[config.mk]
export PLATFORM = sky130hd
export DESIGN_NAME = payload_packet_queue_flat
export DESIGN_NICKNAME = d
export VERILOG_FILES = /design/src/rtl/ppq_pkg.sv /design/src/rtl/ppq_in_if.sv /design/src/rtl/ppq_out_if.sv /design/src/rtl/ppq_ctrl.sv /design/src/rtl/ppq_datapath.sv /design/src/rtl/payload_packet_queue.sv /design/src/flat_wrapper.sv
export SDC_FILE = /design/constraint.sdc
export NUM_CORES = 2
export LEC_CHECK = 0
export ABC_AREA = 1
export BUFFER_PORTS_ARGS = -buffer_cell sky130_fd_sc_hd__buf_2
export CAP_MARGIN = 15
export CORE_MARGIN = 2
export CORE_UTILIZATION = 45
export CTS_CLUSTER_SIZE = 28
export DETAILED_ROUTE_END_ITERATION = 16
export SETUP_SLACK_MARGIN = 0.15
export SLEW_MARGIN = 0
export SYNTH_ARGS = -nofsm -noshare
export SYNTH_HDL_FRONTEND = slang
export SYNTH_HIERARCHICAL = 1
export SYNTH_SLANG_ARGS = --single-unit
[constraint.sdc]
create_clock -name clk -period 2.9 [get_ports clk]
set_input_delay 0.29 -clock clk [delete_from_list [all_inputs] [get_ports clk]]
set_output_delay 0.29 -clock clk [all_outputs]
set_load 0.02 [all_outputs]
[src/rtl/ppq_pkg.sv]
// Package for the payload packet queue: status and operation codes, default sizes
// and the command struct passed from the controller to the datapath.
// No dependencies.
package ppq_pkg;

	localparam int DefQueueSlots = 4;
	localparam int DefSlotBytes  = 64;

	localparam logic [1:0] OP_PUSH    = 2'd0;
	localparam logic [1:0] OP_READ    = 2'd1;
	localparam logic [1:0] OP_RELEASE = 2'd2;

	localparam logic [2:0] ST_OK      = 3'd0;
	localparam logic [2:0] ST_FULL    = 3'd1;
	localparam logic [2:0] ST_LONG    = 3'd2;
	localparam logic [2:0] ST_EMPTY   = 3'd3;
	localparam logic [2:0] ST_PENDING = 3'd4;

	typedef struct packed {
		logic exec;
		logic load;
	} cmd_t;

endpackage

[src/rtl/ppq_in_if.sv]
// Input channel of the payload packet queue: valid/ready plus one operation.
// Depends on nothing but the field widths of the queue.
interface ppq_in_if;
	logic       valid;
	logic       ready;
	logic [1:0] op;
	logic [7:0] data_byte;
	logic       last_byte;
	logic [5:0] read_index;

	modport source (output valid, op, data_byte, last_byte, read_index, input ready);
	modport sink (input valid, op, data_byte, last_byte, read_index, output ready);
endinterface

[src/rtl/ppq_out_if.sv]
// Result channel of the payload packet queue: valid/ready plus one result.
// Depends on nothing but the field widths of the queue.
interface ppq_out_if;
	logic       valid;
	logic       ready;
	logic [2:0] status;
	logic [7:0] read_data;
	logic [6:0] head_length;
	logic [2:0] entries_used;

	modport source (output valid, status, read_data, head_length, entries_used, input ready);
	modport sink (input valid, status, read_data, head_length, entries_used, output ready);
endinterface

[src/rtl/ppq_ctrl.sv]
// Controller of the payload packet queue: input/output handshakes and the two-state
// sequencer that issues execute and load commands. Depends on ppq_pkg.
module ppq_ctrl (
	input  logic          clk,
	input  logic          arst_n,
	input  logic          in_valid,
	output logic          in_ready,
	output logic          out_valid,
	input  logic          out_ready,
	output ppq_pkg::cmd_t cmd
);
	import ppq_pkg::*;

	localparam logic ST_IDLE = 1'b0;
	localparam logic ST_RESP = 1'b1;

	logic state_q;
	logic out_valid_q;

	assign in_ready  = (state_q == ST_IDLE);
	assign out_valid = out_valid_q;
	assign cmd.exec  = (state_q == ST_IDLE) && in_valid;
	assign cmd.load  = (state_q == ST_RESP) && (!out_valid_q || out_ready);

	always_ff @(posedge clk or negedge arst_n) begin
		if (!arst_n) begin
			state_q     <= ST_IDLE;
			out_valid_q <= 1'b0;
		end else begin
			case (state_q)
				ST_IDLE: begin
					if (cmd.exec) state_q <= ST_RESP;
				end
				ST_RESP: begin
					if (cmd.load) state_q <= ST_IDLE;
				end
				default: state_q <= ST_IDLE;
			endcase
			if (cmd.load) begin
				out_valid_q <= 1'b1;
			end else if (out_ready) begin
				out_valid_q <= 1'b0;
			end
		end
	end

endmodule

[src/rtl/ppq_datapath.sv]
// Datapath of the payload packet queue: ring pointers, staging state, the payload
// and length memories and the result register. Depends on ppq_pkg.
module ppq_datapath #(
	parameter int QUEUE_SLOTS = ppq_pkg::DefQueueSlots,
	parameter int SLOT_BYTES  = ppq_pkg::DefSlotBytes
) (
	input  logic          clk,
	input  logic          arst_n,
	input  ppq_pkg::cmd_t cmd,
	input  logic [1:0]    op,
	input  logic [7:0]    data_byte,
	input  logic          last_byte,
	input  logic [5:0]    read_index,
	output logic [2:0]    status,
	output logic [7:0]    read_data,
	output logic [6:0]    head_length,
	output logic [2:0]    entries_used
);
	import ppq_pkg::*;

	localparam int SW = $clog2(QUEUE_SLOTS);
	localparam int UW = $clog2(QUEUE_SLOTS + 1);
	localparam int LW = $clog2(SLOT_BYTES + 1);
	localparam int OW = (SLOT_BYTES > 1) ? $clog2(SLOT_BYTES) : 1;
	localparam int DEPTH = QUEUE_SLOTS * SLOT_BYTES;
	localparam int AW = (DEPTH > 1) ? $clog2(DEPTH) : 1;

	logic [SW-1:0] wr_slot_q, rd_slot_q, wr_slot_d, rd_slot_d;
	logic [UW-1:0] used_q, used_d;
	logic [LW-1:0] stage_q, stage_d;
	logic          full_q, full_d, over_q, over_d;

	logic [7:0]    pmem [DEPTH];
	logic [LW-1:0] lmem [QUEUE_SLOTS];

	logic          p_wr, p_rd, l_wr;
	logic [AW-1:0] p_waddr, p_raddr;
	logic [OW-1:0] wr_off, rd_off;
	logic [2:0]    status_d;

	logic [7:0]    mem_rdata_s1;
	logic          rd_hit_s1;
	logic [2:0]    status_s1;
	logic [LW-1:0] head_len_q;

	logic [2:0]    status_q, entries_used_q;
	logic [7:0]    read_data_q;
	logic [6:0]    head_length_q;

	logic          first, full_now, store;

	function automatic logic [SW-1:0] next_slot(input logic [SW-1:0] s);
		next_slot = (32'(s) == QUEUE_SLOTS - 1) ? '0 : s + 1'b1;
	endfunction

	assign wr_off  = OW'(stage_q);
	assign rd_off  = OW'(read_index);
	assign p_waddr = AW'(32'(wr_slot_q) * SLOT_BYTES + 32'(wr_off));
	assign p_raddr = AW'(32'(rd_slot_q) * SLOT_BYTES + 32'(rd_off));

	always_comb begin
		wr_slot_d = wr_slot_q;
		rd_slot_d = rd_slot_q;
		used_d    = used_q;
		stage_d   = stage_q;
		full_d    = full_q;
		over_d    = over_q;
		status_d  = ST_OK;
		p_wr      = 1'b0;
		p_rd      = 1'b0;
		l_wr      = 1'b0;
		store     = 1'b0;
		first     = (stage_q == '0) && !full_q && !over_q;
		full_now  = full_q || (first && 32'(used_q) == QUEUE_SLOTS);
		case (op)
			OP_PUSH: begin
				if (full_now) begin
					status_d = ST_FULL;
					full_d   = !last_byte;
					stage_d  = '0;
				end else begin
					store  = !over_q && 32'(stage_q) < SLOT_BYTES;
					over_d = over_q || !store;
					p_wr   = store;
					if (store) stage_d = stage_q + 1'b1;
					if (!last_byte) begin
						status_d = ST_PENDING;
					end else begin
						if (over_d) begin
							status_d = ST_LONG;
						end else begin
							status_d  = ST_OK;
							l_wr      = 1'b1;
							wr_slot_d = next_slot(wr_slot_q);
							used_d    = used_q + 1'b1;
						end
						over_d  = 1'b0;
						stage_d = '0;
					end
				end
			end
			OP_READ: begin
				if (used_q == '0) begin
					status_d = ST_EMPTY;
				end else begin
					p_rd = 32'(read_index) < 32'(head_len_q) && 32'(read_index) < SLOT_BYTES;
				end
			end
			OP_RELEASE: begin
				if (used_q == '0) begin
					status_d = ST_EMPTY;
				end else begin
					rd_slot_d = next_slot(rd_slot_q);
					used_d    = used_q - 1'b1;
				end
			end
			default: status_d = ST_OK;
		endcase
	end

	always_ff @(posedge clk or negedge arst_n) begin
		if (!arst_n) begin
			wr_slot_q <= '0;
			rd_slot_q <= '0;
			used_q    <= '0;
			stage_q   <= '0;
			full_q    <= 1'b0;
			over_q    <= 1'b0;
		end else if (cmd.exec) begin
			wr_slot_q <= wr_slot_d;
			rd_slot_q <= rd_slot_d;
			used_q    <= used_d;
			stage_q   <= stage_d;
			full_q    <= full_d;
			over_q    <= over_d;
		end
	end

	// Payload memory: one write port, one registered read port.
	always_ff @(posedge clk) begin
		if (cmd.exec && p_wr) pmem[p_waddr] <= data_byte;
		if (cmd.exec && p_rd) mem_rdata_s1 <= pmem[p_raddr];
	end

	// Length memory, read at the head after this operation. A commit into the slot
	// that becomes the head in the same beat is forwarded around the memory.
	always_ff @(posedge clk) begin
		if (cmd.exec) begin
			if (l_wr) lmem[wr_slot_q] <= stage_d == '0 ? stage_q + LW'(store) : stage_d;
			if (l_wr && wr_slot_q == rd_slot_d) begin
				head_len_q <= stage_q + LW'(store);
			end else begin
				head_len_q <= lmem[rd_slot_d];
			end
			status_s1 <= status_d;
			rd_hit_s1 <= p_rd;
		end
	end

	always_ff @(posedge clk) begin
		if (cmd.load) begin
			status_q       <= status_s1;
			read_data_q    <= rd_hit_s1 ? mem_rdata_s1 : 8'd0;
			head_length_q  <= (used_q != '0) ? 7'(head_len_q) : 7'd0;
			entries_used_q <= 3'(used_q);
		end
	end

	assign status       = status_q;
	assign read_data    = read_data_q;
	assign head_length  = head_length_q;
	assign entries_used = entries_used_q;

endmodule

[src/rtl/payload_packet_queue.sv]
// Top level of the payload packet queue: a ring of payload slots fed one byte a beat.
// Depends on ppq_pkg, ppq_in_if, ppq_out_if, ppq_ctrl and ppq_datapath.
//
//   channel  | role   | beat carries
//   ---------+--------+--------------------------------------------------
//   in       | sink   | op, data_byte, last_byte, read_index
//   out      | source | status, read_data, head_length, entries_used
//
// For each item, the accepting edge updates the queue state and starts the registered
// payload and length memory reads; the result is then loaded once the output
// register is empty or out.ready is high. One item is in flight at a time; the input
// is not ready until its result has moved into the output register, which holds while
// out.ready is low. Reset is asynchronous and clears pointers, counts and flags;
// payload memory is not cleared, as only bytes that were written are ever read.
module payload_packet_queue #(
	parameter int QUEUE_SLOTS = ppq_pkg::DefQueueSlots,
	parameter int SLOT_BYTES  = ppq_pkg::DefSlotBytes
) (
	input logic      clk,
	input logic      arst_n,
	ppq_in_if.sink   in,
	ppq_out_if.source out
);
	import ppq_pkg::*;

	cmd_t cmd;

	ppq_ctrl u_ctrl (
		.clk       (clk),
		.arst_n    (arst_n),
		.in_valid  (in.valid),
		.in_ready  (in.ready),
		.out_valid (out.valid),
		.out_ready (out.ready),
		.cmd       (cmd)
	);

	ppq_datapath #(
		.QUEUE_SLOTS (QUEUE_SLOTS),
		.SLOT_BYTES  (SLOT_BYTES)
	) u_datapath (
		.clk          (clk),
		.arst_n       (arst_n),
		.cmd          (cmd),
		.op           (in.op),
		.data_byte    (in.data_byte),
		.last_byte    (in.last_byte),
		.read_index   (in.read_index),
		.status       (out.status),
		.read_data    (out.read_data),
		.head_length  (out.head_length),
		.entries_used (out.entries_used)
	);

endmodule
[src/flat_wrapper.sv]
// flat-port wrapper written by rule: the top's interface ports become plain ports
module payload_packet_queue_flat import ppq_pkg::*;
#(
	parameter int QUEUE_SLOTS = ppq_pkg::DefQueueSlots,
	parameter int SLOT_BYTES  = ppq_pkg::DefSlotBytes
)
  (clk, arst_n, in_valid, in_op, in_data_byte, in_last_byte, in_read_index, in_ready, out_valid, out_status, out_read_data, out_head_length, out_entries_used, out_ready);
  ppq_in_if in_i ();
  ppq_out_if out_i ();
  input logic clk;
  input logic arst_n;
  input wire logic [$bits(in_i.valid)-1:0] in_valid;
  input wire logic [$bits(in_i.op)-1:0] in_op;
  input wire logic [$bits(in_i.data_byte)-1:0] in_data_byte;
  input wire logic [$bits(in_i.last_byte)-1:0] in_last_byte;
  input wire logic [$bits(in_i.read_index)-1:0] in_read_index;
  output wire logic [$bits(in_i.ready)-1:0] in_ready;
  output wire logic [$bits(out_i.valid)-1:0] out_valid;
  output wire logic [$bits(out_i.status)-1:0] out_status;
  output wire logic [$bits(out_i.read_data)-1:0] out_read_data;
  output wire logic [$bits(out_i.head_length)-1:0] out_head_length;
  output wire logic [$bits(out_i.entries_used)-1:0] out_entries_used;
  input wire logic [$bits(out_i.ready)-1:0] out_ready;
  assign in_i.valid = in_valid;
  assign in_i.op = in_op;
  assign in_i.data_byte = in_data_byte;
  assign in_i.last_byte = in_last_byte;
  assign in_i.read_index = in_read_index;
  assign in_ready = in_i.ready;
  assign out_valid = out_i.valid;
  assign out_status = out_i.status;
  assign out_read_data = out_i.read_data;
  assign out_head_length = out_i.head_length;
  assign out_entries_used = out_i.entries_used;
  assign out_i.ready = out_ready;
  payload_packet_queue #(.QUEUE_SLOTS(QUEUE_SLOTS), .SLOT_BYTES(SLOT_BYTES)) u_core (.clk(clk), .arst_n(arst_n), .in(in_i), .out(out_i));
endmodule
# Word level (Yosys, flattened, before mapping)
# Memory sizes are Yosys's and may differ from the RTL's. A register that Yosys moved wholly into a read port is not among the register bits.
# Index checks and enable logic that the tools add are counted.
# classes
magnitude_cmp	2
n_mux	38
reduce_logical	28
n_bitwise	3
n_eq_ne	9
addsub	8
# ops
cell	count
7-bit two-way mux	5
1-bit two-way mux	18
3-bit two-way mux	6
8-bit by 6-bit adder with 8-bit output	2
7-bit logical NOT	2
2-bit two-way mux	6
3-bit case mux with 2 select lines	2
1-bit logical AND	8
2-bit inequality test, second input constant	4
7-bit by 1-bit adder with 7-bit output	1
7-bit by 1-bit adder with 7-bit output, second input constant	1
6-bit by 7-bit < comparator with 1-bit output	1
7-bit < comparator, second input constant	1
2-bit equality test, second input constant	3
3-bit AND reduction	2
6-bit AND reduction	1
1-bit logical NOT	5
5-bit AND reduction	1
2-bit by 1-bit adder with 2-bit output, second input constant	2
2-bit nonzero test	2
3-bit by 1-bit adder with 3-bit output, second input constant	1
3-bit equality test, second input constant	1
3-bit logical NOT	1
1-bit logical OR	3
other kinds (7)	9
# word_totals
reg_bits	43
in_bits	21
out_inout_bits	23
n_memories	2
mem_bits_rw	2076
# memory_table
name	words	width	read_ports	rd_ports_with_merged_regs	wr	line	text
u_core.u_datapath.pmem	256	8	1	1	1	ppq_datapath.sv:33	logic [7:0] pmem [DEPTH];
u_core.u_datapath.lmem	4	7	1	1	1	ppq_datapath.sv:34	logic [LW-1:0] lmem [QUEUE_SLOTS];

# Logic depth before layout (Yosys ltp)
# logic_depth
ltp_word	11
ltp_mapped	18
ltp_nobuf	18

# Modules after synthesis
# The synthesis kept the hierarchy.
# modules_own_cells
module	cells_each	area_per_inst_um2	n_inst
ppq_datapath	7381	86879.6	1
ppq_ctrl	11	92.6	1

# Least setup slack after synthesis
# No wires, ideal clock.
# synth_timing
kind	register to register
from	register u_core.u_ctrl.state_q
to	register u_core.u_datapath.mem_rdata_s1[0], read port of u_core.u_datapath.pmem (enable)
slack_ns	0.306
path_stages_with_launch	7
required_ns	2.505
n_path_buf	1
arrival_ns	2.199
setup_time_ns	0.395
path_cell_list	dfrtp_1 inv_2 nand2_2 inv_1 inv_1 clkbuf_1 nor4_1
# synth_rtl
item	line	text
from (decl)	ppq_ctrl.sv:17	logic state_q;
from (signal assigned)	ppq_ctrl.sv:27	state_q <= ST_IDLE;
from (signal assigned)	ppq_ctrl.sv:32	if (cmd.exec) state_q <= ST_RESP;
from (signal assigned)	ppq_ctrl.sv:35	if (cmd.load) state_q <= ST_IDLE;
to (decl)	ppq_datapath.sv:41	logic [7:0] mem_rdata_s1;

# Final worst setup path
# layout_timing
from	register u_core.u_datapath.stage_q[4]
to	memory u_core.u_datapath.pmem[203][7] (enable)
# layout_between
elab_chain_cells	10
# layout_lines
item	line	text
from (decl)	ppq_datapath.sv:30	logic [LW-1:0] stage_q, stage_d;
from (signal assigned)	ppq_datapath.sv:133	stage_q <= stage_d;
branches (longest 10 deep; another with 7-bit < comparator)	--	
to (decl)	ppq_datapath.sv:33	
# Several ways; the timed one is not identified.

==> flow_metrics.py <==
metrics = {
    "run_status": {
        "run_status": "completed",
    },
    "setup_path": {
        "r2r_cells": 6,
        "cp_slowest_cell": "clkinv_1",
        "crit_fanout": 10,
        "end_kind": "register",
        "max_stage_delay_ns": 0.55,
        "worstSetupPathType": "reg2reg",
        "path_common_cell": "nor2_1",
        "startpoint_type": "register",
        "crit_chain": "nor2_1 > inv_1 > nor2_1 > clkinv_1 > nor2_1 > buf_4",
        "crit_arrival_ns": 3.27,
        "worstPathRequired_ns": 3.46,
    },
    "timing": {
        "setup_viol": 0,
        "finalCriticalPeriod_ns": 2.71,
        "drv_slew": 0,
        "hold_ws_ns": 0.0448,
        "max-slew-margin-rel_pct": 32.2,
        "clock-skew-final_ns": 0.0280,
        "hold_violations": 0,
        "fmax_mhz": 369,
        "post-route-period-util_pct": 93.5,
        "tightestPinTransition_ns": 1.01,
        "worst_slack_ns": 0.189,
        "rsz0062_at_grt": "true",
    },
    "worst_hold_path": {
        "hold_depth": 1,
        "hold_path.class": "in2reg",
    },
    "detailed_routing": {
        "drt_iter0_markers": 7364,
        "drc_errors": 0,
        "ant_nets": 0,
        "drt-pass1-iter-count": 6,
        "wl_mm": 245,
        "via_per_inst": 5.65,
        "wl_per_cell_um": 23.6,
        "vias": 58900,
    },
    "yosys": {
        "synthCells": 7392,
        "synth_area_leaders": "edfxtp_1 (73%), nand3_1 (12%), nand2_1 (9.5%)",
        "netlist_area_um2": 87000,
        "seq_area_frac_synth_pct": 73.6,
        "synth_area_per_cell_um2": 11.8,
        "synth_most_common_cell": "nand2_1",
        "synth_commonest_cells": "nand2_1 (2,212), edfxtp_1 (2,116), nand3_1 (2,032)",
        "synth_seq_cells": 2134,
        "synth_fp_nets": 7434,
        "synthArstFlopShare_pct": 0.843,
        "ys_warn_count": 6,
        "synthFlopType": "edfxtp_1",
        "yosys.area.top_type": "edfxtp_1",
        "synth_top_area_share_pct": 73.1,
        "ys_types": 37,
        "synth_edf_count": 2116,
    },
    "placement": {
        "pre_cts_ws_ns": -0.255,
        "gp_congestion": 0.921,
        "dpl.hpwl_mm": 149,
        "numPortBuffers": 43,
    },
    "global_routing": {
        "antenna_found_initial": 4,
        "grt_pass1_wl_mm": 361,
        "grt_use_total_pct": 24.5,
        "first_global_vias": 55700,
        "grt_max_degree": 110,
        "gr-total-overflow": 0,
    },
    "finish": {
        "fin_nets": 7757,
        "fillers": 16200,
        "area_growth_pct": 16.0,
        "drive_gt1_share_pct": 12.0,
        "ff_latch_area_um2": 64000,
        "multiInputGateArea_um2": 20700,
    },
    "clock_network": {
        "clk_latency_ns": 0.86,
        "cts.htree.levels": 4,
        "cts_root_buf": "clkbuf_16",
        "numCtsBuffers": 215,
        "clockBufferDepth": 3,
        "clock-sinks": 2134,
        "path_clk_slew_ns": 0.06,
        "cts_tree": "done",
    },
    "power_and_ir_drop": {
        "power_leakage_nw": 36.1,
        "powerDensity_nw_per_um2": 682,
        "ir_worst_vdd_mv": 0.499,
    },
    "floorplan": {
        "die_area_um2": 197000,
        "core_um2": 192000,
        "die_h_um": 444,
        "io_pins": 44,
        "initial_core_util_pct": 45.2,
        "die_w_um": 444,
        "row_count": 161,
    },
    "job": {
        "max-cap-violations": 0,
    },
}
metrics by stage:
| stage | std cells | TNS (ns) | power (mW) | utilization [%] | instance area (µm²) |
|---|---|---|---|---|---|
| after floorplan | 7392 | 0 | 38.4 | - | 87000 |
| after global placement | 10000 | -27.95 | 41.8 | 48.6 | 93600 |
| after detailed placement | 10000 | -26.38 | 41.9 | 48.6 | 93600 |
| after CTS | 10400 | 0 | 69.1 | 52.4 | 101000 |
| after global routing | 10400 | 0 | 70.8 | 52.4 | 101000 |
| final | 10400 | 0 | 68.8 | 52.4 | 101000 |
registers in the layout (all words and copies together) (netlist names), 7 cells and up:
signal	count
u_core/u_datapath/head_length	7
u_core/u_datapath/head_len_q	7
u_core/u_datapath/lmem	28
u_core/u_datapath/mem_rdata_s1	8
u_core/u_datapath/read_data	8
u_core/u_datapath/stage_q	7
u_core/u_datapath/pmem	2048
layout by cell type (no fill, tap or decap), types with 16 or more instances in the layout:
cell type / synthesis / routed
buf_12: 0 / 90
buf_2: 166 / 31
buf_4: 2 / 440
bufinv_16: 0 / 24
clkbuf_1: 240 / 44
clkbuf_16: 0 / 216
clkinv_1: 3 / 55
clkinv_2: 0 / 37
dfrtp_1: 18 / 18
edfxtp_1: 2116 / 2116
ha_1: 20 / 20
inv_1: 82 / 79
nand2_1: 2212 / 2203
nand2_2: 18 / 26
nand3_1: 2032 / 2031
nor2_1: 318 / 305
o21ai_0: 16 / 16
power by group:
part | switching [mW] | total [mW] | internal, mW
Combinational | 5.18 | 6.94 | 1.76
Sequential | 0.167 | 34.4 | 34.3
Clock | 11.7 | 27.5 | 15.8
Total | 17.0 | 68.8 | 51.8
metal layers:
layer	track usage, %	vias up	wire [µm]
li1	-	26800	-
met1	34.3	29100	102000
met2	38.8	2552	115000
met3	4.31	442	20800
met4	8.51	0	8320
met5	0	-	0
critical path, delay by kind of cell, from the launching register on:
family	cells	cell delay, ns
buffers and inverters	3	0.97
DFF	1	0.38
and+or+nand+nor	3	1.08
worst paths after layout:
| path | from | endpoint | slack, ns |
|---|---|---|---|
| hold reg to reg | u_core/u_datapath/status_s1[2] | u_core/u_datapath/status[2] | 0.43 |
| setup / recovery | u_core/u_datapath/stage_q[4] | u_core/u_datapath/pmem[203][7] | 0.19 |
| setup reg to reg | u_core/u_datapath/stage_q[4] | u_core/u_datapath/pmem[203][7] | 0.19 |
| max in group asynchronous | arst_n | u_core/u_datapath/stage_q[4] | 1.62 |
| hold / removal | in_data_byte[0] | u_core/u_datapath/pmem[124][0] | 0.04 |
| min in group asynchronous | arst_n | u_core/u_ctrl/state_q | 0.69 |
final cells by class:
type	count	share of cell area (%)
Sequential cell	2134	63.5
Multi-Input combinational cell	4673	20.5
Timing Repair Buffer	598	5.66
Clock buffer	260	5.52
Tap cell	2526	3.13
Clock inverter	135	1.38
Inverter	93	0.371
Antenna cell	1	0.00248
kinds of logic after synthesis:
family	share of synthesized area, %
and+or+nand+nor	22.9
DFF	73.6
buffers and inverters	2.79
AOI/OAI and AO/OA	0.304
adders and majority gates	0.311
xor gates and xnor gates	0.111
timing repair:
action / CTS / global route
pin swaps: 2 / 0
endpoints found under the hold margin: 225 / 0
hold buffers: 15 / 0
buffers inserted: 3 / 0
gates resized for setup: 6 / 28
endpoints found under the setup margin: 689 / 623
gates cloned: 0 / 0
(Power assumes the default switching activity.)
